### src/hw/rtl/srs_pkg.sv
// Shared types and constants for the shard range splitter.
// No dependencies; every module of the block imports this package.
package srs_pkg;

   localparam int MAX_SHARDS  = 16;
   localparam int INDEX_WIDTH = 32;
   localparam int SLOT_WIDTH  = $clog2(MAX_SHARDS);
   localparam int COUNT_WIDTH = 5;
   localparam int DIV_STEPS   = INDEX_WIDTH;
   localparam int STEP_WIDTH  = $clog2(DIV_STEPS);

   localparam logic ACTION_WRITE = 1'b0;
   localparam logic ACTION_QUERY = 1'b1;

   localparam logic CSR_INTERLEAVED_MODE = 1'b0;
   localparam logic CSR_SHARD_COUNT      = 1'b1;

   typedef struct packed {
      logic                   action;
      logic [SLOT_WIDTH-1:0]  entry_slot;
      logic [INDEX_WIDTH-1:0] entry_total;
      logic [INDEX_WIDTH-1:0] start_index;
      logic [INDEX_WIDTH-1:0] query_count;
   } req_type;

   typedef struct packed {
      logic [SLOT_WIDTH-1:0]  shard_index;
      logic [INDEX_WIDTH-1:0] local_start;
      logic [INDEX_WIDTH-1:0] piece_length;
      logic [INDEX_WIDTH-1:0] out_offset;
      logic [COUNT_WIDTH-1:0] out_stride;
      logic                   last_piece;
      logic                   range_error;
   } rsp_type;

   typedef enum logic [1:0] {
      JOB_WRITE,
      JOB_CONCAT,
      JOB_INTERLEAVED
   } job_kind_type;

   typedef struct packed {
      job_kind_type           kind;
      logic [SLOT_WIDTH-1:0]  slot;
      logic [INDEX_WIDTH-1:0] total;
      logic [INDEX_WIDTH-1:0] start;
      logic [INDEX_WIDTH-1:0] count;
   } job_type;

   typedef enum logic [2:0] {
      ST_IDLE,
      ST_DIV,
      ST_IL_EMIT,
      ST_SEARCH,
      ST_CC_PREP,
      ST_CC_EMIT,
      ST_CC_FLUSH,
      ST_ERR
   } back_state_type;

endpackage

### src/hw/rtl/srs_front.sv
// Front end: accepts request transfers, classifies them, queues jobs.
// Depends on srs_pkg.
module srs_front
   import srs_pkg::*;
(
   input  logic    clock,
   input  logic    reset,
   input  logic    req_valid,
   output logic    req_stall,
   input  req_type req_data,
   input  logic    interleaved,
   output logic    job_valid,
   output job_type job,
   input  logic    job_pop
);

   job_type     queue_ff [2];
   logic        wr_ptr_ff, wr_ptr_in;
   logic        rd_ptr_ff, rd_ptr_in;
   logic [1:0]  fill_ff, fill_in;
   logic        accept;
   logic        push;
   job_type     new_job;

   assign req_stall = (fill_ff == 2'd2);
   assign accept    = req_valid && !req_stall;

   // Drop zero-count queries here: they produce nothing.
   always_comb begin
      new_job.slot  = req_data.entry_slot;
      new_job.total = req_data.entry_total;
      new_job.start = req_data.start_index;
      new_job.count = req_data.query_count;
      if (req_data.action == ACTION_WRITE) begin
         new_job.kind = JOB_WRITE;
      end else if (interleaved) begin
         new_job.kind = JOB_INTERLEAVED;
      end else begin
         new_job.kind = JOB_CONCAT;
      end
      push = accept && ((req_data.action == ACTION_WRITE) || (req_data.query_count != '0));
   end

   assign job_valid = (fill_ff != 2'd0);
   assign job       = queue_ff[rd_ptr_ff];

   always_comb begin
      wr_ptr_in = push ? ~wr_ptr_ff : wr_ptr_ff;
      rd_ptr_in = job_pop ? ~rd_ptr_ff : rd_ptr_ff;
      fill_in   = fill_ff + {1'b0, push} - {1'b0, job_pop};
   end

   always_ff @(posedge clock) begin
      if (reset) begin
         wr_ptr_ff <= 1'b0;
         rd_ptr_ff <= 1'b0;
         fill_ff   <= 2'd0;
      end else begin
         wr_ptr_ff <= wr_ptr_in;
         rd_ptr_ff <= rd_ptr_in;
         fill_ff   <= fill_in;
      end
   end

   always_ff @(posedge clock) begin
      if (push) begin
         queue_ff[wr_ptr_ff] <= new_job;
      end
   end

endmodule

### src/hw/rtl/srs_back.sv
// Back end: table of running totals, search and division sequencer, result register.
// Depends on srs_pkg.
module srs_back
   import srs_pkg::*;
(
   input  logic                   clock,
   input  logic                   reset,
   input  logic [COUNT_WIDTH-1:0] shards,
   input  logic                   job_valid,
   input  job_type                job,
   output logic                   job_pop,
   output logic                   rsp_valid,
   input  logic                   rsp_stall,
   output rsp_type                rsp_data
);

   back_state_type state_ff, state_in;

   logic [INDEX_WIDTH-1:0] table_ff [MAX_SHARDS];

   logic [INDEX_WIDTH-1:0] start_ff, last_ff;
   logic [INDEX_WIDTH-1:0] prev_ff, base_fs_ff, base_ls_ff;
   logic [INDEX_WIDTH-1:0] fl_ff, ll1_ff, off_ff;
   logic [SLOT_WIDTH-1:0]  idx_ff, fs_ff, ls_ff;
   logic                   fs_found_ff;
   logic                   pend_valid_ff;
   rsp_type                pend_ff;

   logic [STEP_WIDTH-1:0]  step_ff;
   logic [INDEX_WIDTH-1:0] qa_ff, qb_ff;
   logic [COUNT_WIDTH-1:0] ra_ff, rb_ff;
   logic [COUNT_WIDTH-1:0] sid_ff;
   logic [INDEX_WIDTH-1:0] lsi_ff;
   logic [COUNT_WIDTH-1:0] pieces_ff;

   logic    out_valid_ff;
   rsp_type out_data_ff;
   logic    out_free;
   logic    out_load;
   rsp_type out_next;

   logic [INDEX_WIDTH:0]   sum_wide;
   logic                   ovf;
   logic [INDEX_WIDTH-1:0] cur, st, en, len;
   logic                   hit_ls, hit_fs, at_end, piece_nz, cc_stall, cc_adv;
   logic [COUNT_WIDTH:0]   ra_sh, rb_sh;
   logic                   ra_ge, rb_ge;
   logic [COUNT_WIDTH-1:0] sid_inc;
   logic                   il_last;

   assign out_free = !out_valid_ff || !rsp_stall;
   assign rsp_valid = out_valid_ff;
   assign rsp_data  = out_data_ff;

   assign sum_wide = {1'b0, job.start} + {1'b0, job.count} - {{INDEX_WIDTH{1'b0}}, 1'b1};
   assign ovf      = sum_wide[INDEX_WIDTH];

   assign cur      = table_ff[idx_ff];
   assign hit_ls   = cur > last_ff;
   assign hit_fs   = !fs_found_ff && (cur > start_ff);
   assign at_end   = ({1'b0, idx_ff} == shards - 5'd1);
   assign st       = (idx_ff == fs_ff) ? fl_ff : '0;
   assign en       = (idx_ff == ls_ff) ? ll1_ff : cur - prev_ff;
   assign len      = en - st;
   assign piece_nz = (len != '0);
   assign cc_stall = piece_nz && pend_valid_ff && !out_free;
   assign cc_adv   = !cc_stall;

   assign ra_sh   = {ra_ff, qa_ff[INDEX_WIDTH-1]};
   assign rb_sh   = {rb_ff, qb_ff[INDEX_WIDTH-1]};
   assign ra_ge   = ra_sh >= {1'b0, shards};
   assign rb_ge   = rb_sh >= {1'b0, shards};
   assign sid_inc = sid_ff + 5'd1;
   assign il_last = ({1'b0, step_ff[COUNT_WIDTH-2:0]} + 5'd1 == pieces_ff);

   // Next state.
   always_comb begin
      state_in = state_ff;
      case (state_ff)
         ST_IDLE: begin
            if (job_valid) begin
               case (job.kind)
                  JOB_CONCAT:      state_in = ovf ? ST_ERR : ST_SEARCH;
                  JOB_INTERLEAVED: state_in = ST_DIV;
                  default:         state_in = ST_IDLE;
               endcase
            end
         end
         ST_DIV: begin
            if (step_ff == STEP_WIDTH'(DIV_STEPS - 1)) state_in = ST_IL_EMIT;
         end
         ST_IL_EMIT: begin
            if (out_free && il_last) state_in = ST_IDLE;
         end
         ST_SEARCH: begin
            if (hit_ls) begin
               state_in = ST_CC_PREP;
            end else if (at_end) begin
               state_in = ST_ERR;
            end
         end
         ST_CC_PREP: state_in = ST_CC_EMIT;
         ST_CC_EMIT: begin
            if (cc_adv && (idx_ff == ls_ff)) state_in = ST_CC_FLUSH;
         end
         ST_CC_FLUSH: begin
            if (!pend_valid_ff || out_free) state_in = ST_IDLE;
         end
         ST_ERR: begin
            if (out_free) state_in = ST_IDLE;
         end
         default: state_in = ST_IDLE;
      endcase
   end

   // Outputs: queue pop and result register load.
   always_comb begin
      job_pop  = 1'b0;
      out_load = 1'b0;
      out_next = pend_ff;
      case (state_ff)
         ST_IDLE: job_pop = job_valid;
         ST_IL_EMIT: begin
            out_load              = out_free;
            out_next.shard_index  = sid_ff[SLOT_WIDTH-1:0];
            out_next.local_start  = lsi_ff;
            out_next.piece_length = qb_ff + ((step_ff[COUNT_WIDTH-2:0] < rb_ff[SLOT_WIDTH-1:0])
                                             ? {{(INDEX_WIDTH-1){1'b0}}, 1'b1} : '0);
            out_next.out_offset   = INDEX_WIDTH'(step_ff[COUNT_WIDTH-2:0]);
            out_next.out_stride   = shards;
            out_next.last_piece   = il_last;
            out_next.range_error  = 1'b0;
         end
         ST_CC_EMIT: begin
            out_load            = piece_nz && pend_valid_ff && out_free;
            out_next.last_piece = 1'b0;
         end
         ST_CC_FLUSH: begin
            out_load            = pend_valid_ff && out_free;
            out_next.last_piece = 1'b1;
         end
         ST_ERR: begin
            out_load              = out_free;
            out_next.shard_index  = '0;
            out_next.local_start  = '0;
            out_next.piece_length = '0;
            out_next.out_offset   = '0;
            out_next.out_stride   = COUNT_WIDTH'(1);
            out_next.last_piece   = 1'b1;
            out_next.range_error  = 1'b1;
         end
         default: ;
      endcase
   end

   always_ff @(posedge clock) begin
      if (reset) begin
         state_ff      <= ST_IDLE;
         out_valid_ff  <= 1'b0;
         pend_valid_ff <= 1'b0;
      end else begin
         state_ff <= state_in;
         if (out_load) begin
            out_valid_ff <= 1'b1;
         end else if (!rsp_stall) begin
            out_valid_ff <= 1'b0;
         end
         if (state_ff == ST_CC_PREP) begin
            pend_valid_ff <= 1'b0;
         end else if ((state_ff == ST_CC_EMIT) && cc_adv && piece_nz) begin
            pend_valid_ff <= 1'b1;
         end else if ((state_ff == ST_CC_FLUSH) && out_free) begin
            pend_valid_ff <= 1'b0;
         end
      end
   end

   // Datapath: no reset needed.
   always_ff @(posedge clock) begin
      if (out_load) out_data_ff <= out_next;
      case (state_ff)
         ST_IDLE: begin
            if (job_valid) begin
               if (job.kind == JOB_WRITE) table_ff[job.slot] <= job.total;
               start_ff    <= job.start;
               last_ff     <= sum_wide[INDEX_WIDTH-1:0];
               idx_ff      <= '0;
               prev_ff     <= '0;
               fs_found_ff <= 1'b0;
               step_ff     <= '0;
               qa_ff       <= job.start;
               qb_ff       <= job.count;
               ra_ff       <= '0;
               rb_ff       <= '0;
               pieces_ff   <= (job.count < INDEX_WIDTH'(shards))
                              ? job.count[COUNT_WIDTH-1:0] : shards;
            end
         end
         ST_DIV: begin
            // One restoring step on both the start index and the count.
            qa_ff   <= {qa_ff[INDEX_WIDTH-2:0], ra_ge};
            qb_ff   <= {qb_ff[INDEX_WIDTH-2:0], rb_ge};
            ra_ff   <= ra_ge ? COUNT_WIDTH'(ra_sh - {1'b0, shards}) : ra_sh[COUNT_WIDTH-1:0];
            rb_ff   <= rb_ge ? COUNT_WIDTH'(rb_sh - {1'b0, shards}) : rb_sh[COUNT_WIDTH-1:0];
            if (step_ff == STEP_WIDTH'(DIV_STEPS - 1)) begin
               // First piece: shard start mod n, local index start / n.
               sid_ff  <= ra_ge ? COUNT_WIDTH'(ra_sh - {1'b0, shards}) : ra_sh[COUNT_WIDTH-1:0];
               lsi_ff  <= {qa_ff[INDEX_WIDTH-2:0], ra_ge};
               step_ff <= '0;
            end else begin
               step_ff <= step_ff + STEP_WIDTH'(1);
            end
         end
         ST_IL_EMIT: begin
            if (out_free) begin
               step_ff <= step_ff + STEP_WIDTH'(1);
               if (sid_inc >= shards) begin
                  sid_ff <= sid_inc - shards;
                  lsi_ff <= lsi_ff + INDEX_WIDTH'(1);
               end else begin
                  sid_ff <= sid_inc;
               end
            end
         end
         ST_SEARCH: begin
            if (hit_fs) begin
               fs_ff       <= idx_ff;
               base_fs_ff  <= prev_ff;
               fs_found_ff <= 1'b1;
            end
            if (hit_ls) begin
               ls_ff      <= idx_ff;
               base_ls_ff <= prev_ff;
            end else begin
               idx_ff  <= idx_ff + SLOT_WIDTH'(1);
               prev_ff <= cur;
            end
         end
         ST_CC_PREP: begin
            fl_ff   <= start_ff - base_fs_ff;
            ll1_ff  <= last_ff - base_ls_ff + INDEX_WIDTH'(1);
            idx_ff  <= fs_ff;
            prev_ff <= base_fs_ff;
            off_ff  <= '0;
         end
         ST_CC_EMIT: begin
            if (cc_adv) begin
               if (piece_nz) begin
                  pend_ff.shard_index  <= idx_ff;
                  pend_ff.local_start  <= st;
                  pend_ff.piece_length <= len;
                  pend_ff.out_offset   <= off_ff;
                  pend_ff.out_stride   <= COUNT_WIDTH'(1);
                  pend_ff.last_piece   <= 1'b0;
                  pend_ff.range_error  <= 1'b0;
               end
               off_ff  <= off_ff + len;
               prev_ff <= cur;
               idx_ff  <= idx_ff + SLOT_WIDTH'(1);
            end
         end
         default: ;
      endcase
   end

endmodule

### src/hw/rtl/shard_range_splitter_unit.sv
// Top level of the shard range splitter: configuration registers, front, back.
// Depends on srs_pkg, srs_front and srs_back.
//
//   channel  | ports                              | direction
//   ---------+------------------------------------+----------
//   request  | req_valid, req_stall, req_data     | in
//   result   | rsp_valid, rsp_stall, rsp_data     | out
//   control  | csr_write_enable, csr_index, csr_wdata | in
//
// A table write is done by the idle back end. A concatenated query searches the
// table entries in turn, runs a setup step, emits a piece per shard spanned and
// flushes the last piece. An interleaved query runs a 32-step restoring division
// of start and count by n, then emits one piece a cycle unless rsp_stall holds.
// A two-entry job queue lets the front keep taking transfers while the back
// works; the result register holds under rsp_stall. Reset is synchronous and
// clears control state only; table entries are undefined until written.
module shard_range_splitter_unit
   import srs_pkg::*;
(
   input  logic                   clock,
   input  logic                   reset,
   input  logic                   req_valid,
   output logic                   req_stall,
   input  req_type                req_data,
   output logic                   rsp_valid,
   input  logic                   rsp_stall,
   output rsp_type                rsp_data,
   input  logic                   csr_write_enable,
   input  logic                   csr_index,
   input  logic [COUNT_WIDTH-1:0] csr_wdata
);

   logic                   mode_ff;
   logic [COUNT_WIDTH-1:0] count_ff;
   logic [COUNT_WIDTH-1:0] shards;
   logic                   job_valid;
   job_type                job;
   logic                   job_pop;

   // Holds config; the user writes it only while the block is idle (unchecked).
   always_ff @(posedge clock) begin
      if (reset) begin
         mode_ff  <= 1'b0;
         count_ff <= COUNT_WIDTH'(1);
      end else if (csr_write_enable) begin
         case (csr_index)
            CSR_INTERLEAVED_MODE: mode_ff  <= csr_wdata[0];
            CSR_SHARD_COUNT:      count_ff <= csr_wdata;
            default: ;
         endcase
      end
   end

   // Clamp the shard count: zero acts as one, above the table size saturates.
   always_comb begin
      if (count_ff == '0) begin
         shards = COUNT_WIDTH'(1);
      end else if (count_ff > COUNT_WIDTH'(MAX_SHARDS)) begin
         shards = COUNT_WIDTH'(MAX_SHARDS);
      end else begin
         shards = count_ff;
      end
   end

   srs_front u_front (
      .clock       (clock),
      .reset       (reset),
      .req_valid   (req_valid),
      .req_stall   (req_stall),
      .req_data    (req_data),
      .interleaved (mode_ff),
      .job_valid   (job_valid),
      .job         (job),
      .job_pop     (job_pop)
   );

   srs_back u_back (
      .clock     (clock),
      .reset     (reset),
      .shards    (shards),
      .job_valid (job_valid),
      .job       (job),
      .job_pop   (job_pop),
      .rsp_valid (rsp_valid),
      .rsp_stall (rsp_stall),
      .rsp_data  (rsp_data)
   );

endmodule
### config.mk
export PLATFORM = sky130hd
export DESIGN_NAME = shard_range_splitter_unit
export DESIGN_NICKNAME = d
export VERILOG_FILES = /design/src/hw/rtl/srs_pkg.sv /design/src/hw/rtl/srs_front.sv /design/src/hw/rtl/srs_back.sv /design/src/hw/rtl/shard_range_splitter_unit.sv
export SDC_FILE = /design/constraint.sdc
export NUM_CORES = 2
export LEC_CHECK = 0
export ABC_AREA = 1
export BUFFER_PORTS_ARGS = -buffer_cell sky130_fd_sc_hd__buf_2
export CELL_PAD_IN_SITES_DETAIL_PLACEMENT = 1
export CELL_PAD_IN_SITES_GLOBAL_PLACEMENT = 2
export CORE_ASPECT_RATIO = 0.7
export CORE_MARGIN = 1.5
export CORE_UTILIZATION = 25
export CTS_CLUSTER_SIZE = 10
export DETAILED_ROUTE_END_ITERATION = 8
export PLACE_DENSITY_LB_ADDON = 0.3
export SLEW_MARGIN = 40
export SYNTH_ARGS = -nofsm -noshare
export SYNTH_HDL_FRONTEND = slang
export SYNTH_HIERARCHICAL = 1
export SYNTH_SLANG_ARGS = --single-unit
### constraint.sdc
create_clock -name clock -period 13.4 [get_ports clock]
set_input_delay 2.01 -clock clock [delete_from_list [all_inputs] [get_ports clock]]
set_output_delay 2.01 -clock clock [all_outputs]
set_load 0.03 [all_outputs]
==> results.tsv <==
metric	value	unit
outcome	finished clean	
fin_skew	0.0885	ns
start_util	0.251	
grt_pass1_vias	46100	
vias	46400	
cp_max_fo	51	
period_needed	8.87	ns
fp.coreArea	0.261	mm^2
num-nets-final	6689	
synth_cell_type_count	71	
clkTransAtPathRegs	0.06	ns
tightest_slew	0.894	ns
cts_hold_buf	0	
port_buffers	220	
clk_latency	0.85	ns
ys.flop_type	edfxtp_1	
ant_nets	0	
rows	157	
crit_path_top_delay_cell	a21oi_1	
drt_first_iter_violations	3925	
postSynthCellCount	5947	
rsz0062_at_grt	false	
mostFrequentLayoutCells	edfxtp_1 (1313), nand2_1 (855), inv_1 (757), nor2_1 (566), o21ai_0 (533)	
worstPathBufferInverterCount	5	
drv_slew	0	
cp.arrival	9.28	ns
fin_setup_tns	0	ns
path_class	flip-flop to flip-flop	
root_buffer	clkbuf_16	
timing.slew.headroom	0.397	
clock_sinks	1333	
synthArstFlopShare	0	
yosys_register_bits	1333	
hold_violations	0	
fmax	0.113	GHz
antenna_found_initial	14	
grt_first_pass_wirelength	340000	um
synth_edf_count	1313	
cts_buffers	169	
detail_route.wl_per_cell	24.6	um
die-height	432	um
die_w	616	um
ys_seq_area_frac	0.606	
crit_path_end_kind	flip-flop	
vias_per_cell	4.74	
track_usage	0.176	
drc	0	
ios	221	
hpwl	176000	um
avgSynthCellArea	11.0	um^2
syn_to_final_growth	15.7	%
clock_path_buffers	4	
layout_commonest_cell	edfxtp_1	
post-route-period-util	0.662	
routed_wl	241000	um
syn_area	0.0657	mm^2
grt_overflow	0	
critPathRequiredTime	13.81	ns
drive_above_1_share	0.112	
grt_max_degree	181	
cts_setup_buffers	0	
synth_nets	6417	
startpoint_type	flip-flop	
tritoncts	done	
setup_violations	0	
crit_family	simple AND/OR/NAND/NOR gates	
dr.pass1.iters	6	
min_path_type	flip-flop to flip-flop	
cp_common_cell	nand2_1	
slowest_delay	0.71	ns
gp_congestion	0.893	
cts_htree_levels	4	
cts-resized-gates	0	
drv_cap	0	
yosysWarnings	6	
die_area	0.266	mm^2
==> routing by layer <==
metal,vias up,track usage,share of wire
li1,21500,-,-
met1,23600,0.273,0.51
met2,1147,0.247,0.40
met3,223,0.0398,0.070
met4,6,0.0354,0.017
met5,-,0,0.00014
==> worst reg2reg max path: cells and delay by family (launching register included) <==
kind | cells | cell delay [ns]
AOI/OAI and AO/OA | 11 | 2.54
xor gates and xnor gates | 1 | 0.25
adders and majority gates | 2 | 0.65
buffers and inverters | 5 | 2.01
DFF | 1 | 0.45
and+or+nand+nor | 16 | 2.53
==> through the flow <==
stage	instance area, um^2	hold slack, ns	setup WS (ns)	util	instances
floorplan	65700	0.433	2.97	-	5947
global placement	71100	0.455	3.83	0.272	9539
detailed placement	71100	0.454	4.23	0.272	9542
CTS	75900	0.455	4.15	0.290	9795
global route	76000	0.470	3.97	0.291	9799
finish	76000	0.455	4.53	0.291	9802
==> sequential cells by signal, summed over array words and instances (netlist names), 5 cells and up, named ones only <==
signal / cells
u_back/base_ls_ff: 32
u_front/queue_ff: 204
u_back/table_ff: 512
u_back/pieces_ff: 5
u_back/qb_ff: 32
u_back/prev_ff: 32
u_back/qa_ff: 32
u_back/ra_ff: 5
u_back/fl_ff: 32
u_back/sid_ff: 5
u_back/last_ff: 32
u_back/pend_ff: 100
u_back/step_ff: 5
u_back/lsi_ff: 32
count_ff: 5
u_back/rsp_data: 107
u_back/rb_ff: 5
u_back/ll1_ff: 32
u_back/off_ff: 32
u_back/start_ff: 32
u_back/base_fs_ff: 32
==> cell usage after synthesis, types with 12 or more instances <==
cell type,n,area [um^2]
nand2_1,856,3210
o22ai_1,47,294
o31ai_1,15,113
a211oi_1,12,90.1
ha_1,349,4370
a31oi_1,27,169
o221ai_1,89,780
clkbuf_1,159,597
a32o_1,13,130
or2_2,13,81.3
edfxtp_1,1313,39400
o21ai_0,536,2680
nor3_1,48,240
mux2_4,80,1200
nor2_1,591,2220
nand3_1,168,841
nand4_1,45,282
o21a_1,22,165
nand2_2,15,93.8
dfxtp_1,20,400
xor2_1,107,937
a21oi_1,289,1450
inv_1,766,2880
o211ai_1,63,473
a22o_1,12,105
o21ai_1,22,110
nor4_1,14,87.6
a21o_1,17,128
mux2_2,22,248
xnor2_1,56,490
==> layout make-up <==
cell class / instances / area (um^2)
well taps: 3498 / 4380
multi-input cells: 3651 / 22400
diodes: 3 / 7.51
fillers: 29100 / 185000
clock inverters: 34 / 259
flip-flops and latches: 1333 / 39800
inverters: 779 / 2940
clock buffers: 219 / 4470
repair buffers: 285 / 1720
==> path summary, 6_finish.rpt <==
check                        to              from  cells after the start  slack (ns)
min          u_back/pend_ff[14]  u_back/off_ff[7]                      0        0.46
max          u_back/prev_ff[28]         flip-flop                     35        4.53
min reg2reg  u_back/pend_ff[14]  u_back/off_ff[7]                      0        0.46
max reg2reg  u_back/prev_ff[28]         flip-flop                     35        4.53
==> logic make-up after synthesis <==
logic type                 share of synthesized area
DFF                                            0.606
xor gates and xnor gates                      0.0220
buffers and inverters                         0.0563
muxes                                         0.0224
adders and majority gates                     0.0692
and+or+nand+nor                                0.114
AOI/OAI and AO/OA                              0.110
Power is left out: the tool's default activity adds up to more than one toggle a clock period on the data nets, which glitch-free logic cannot reach.
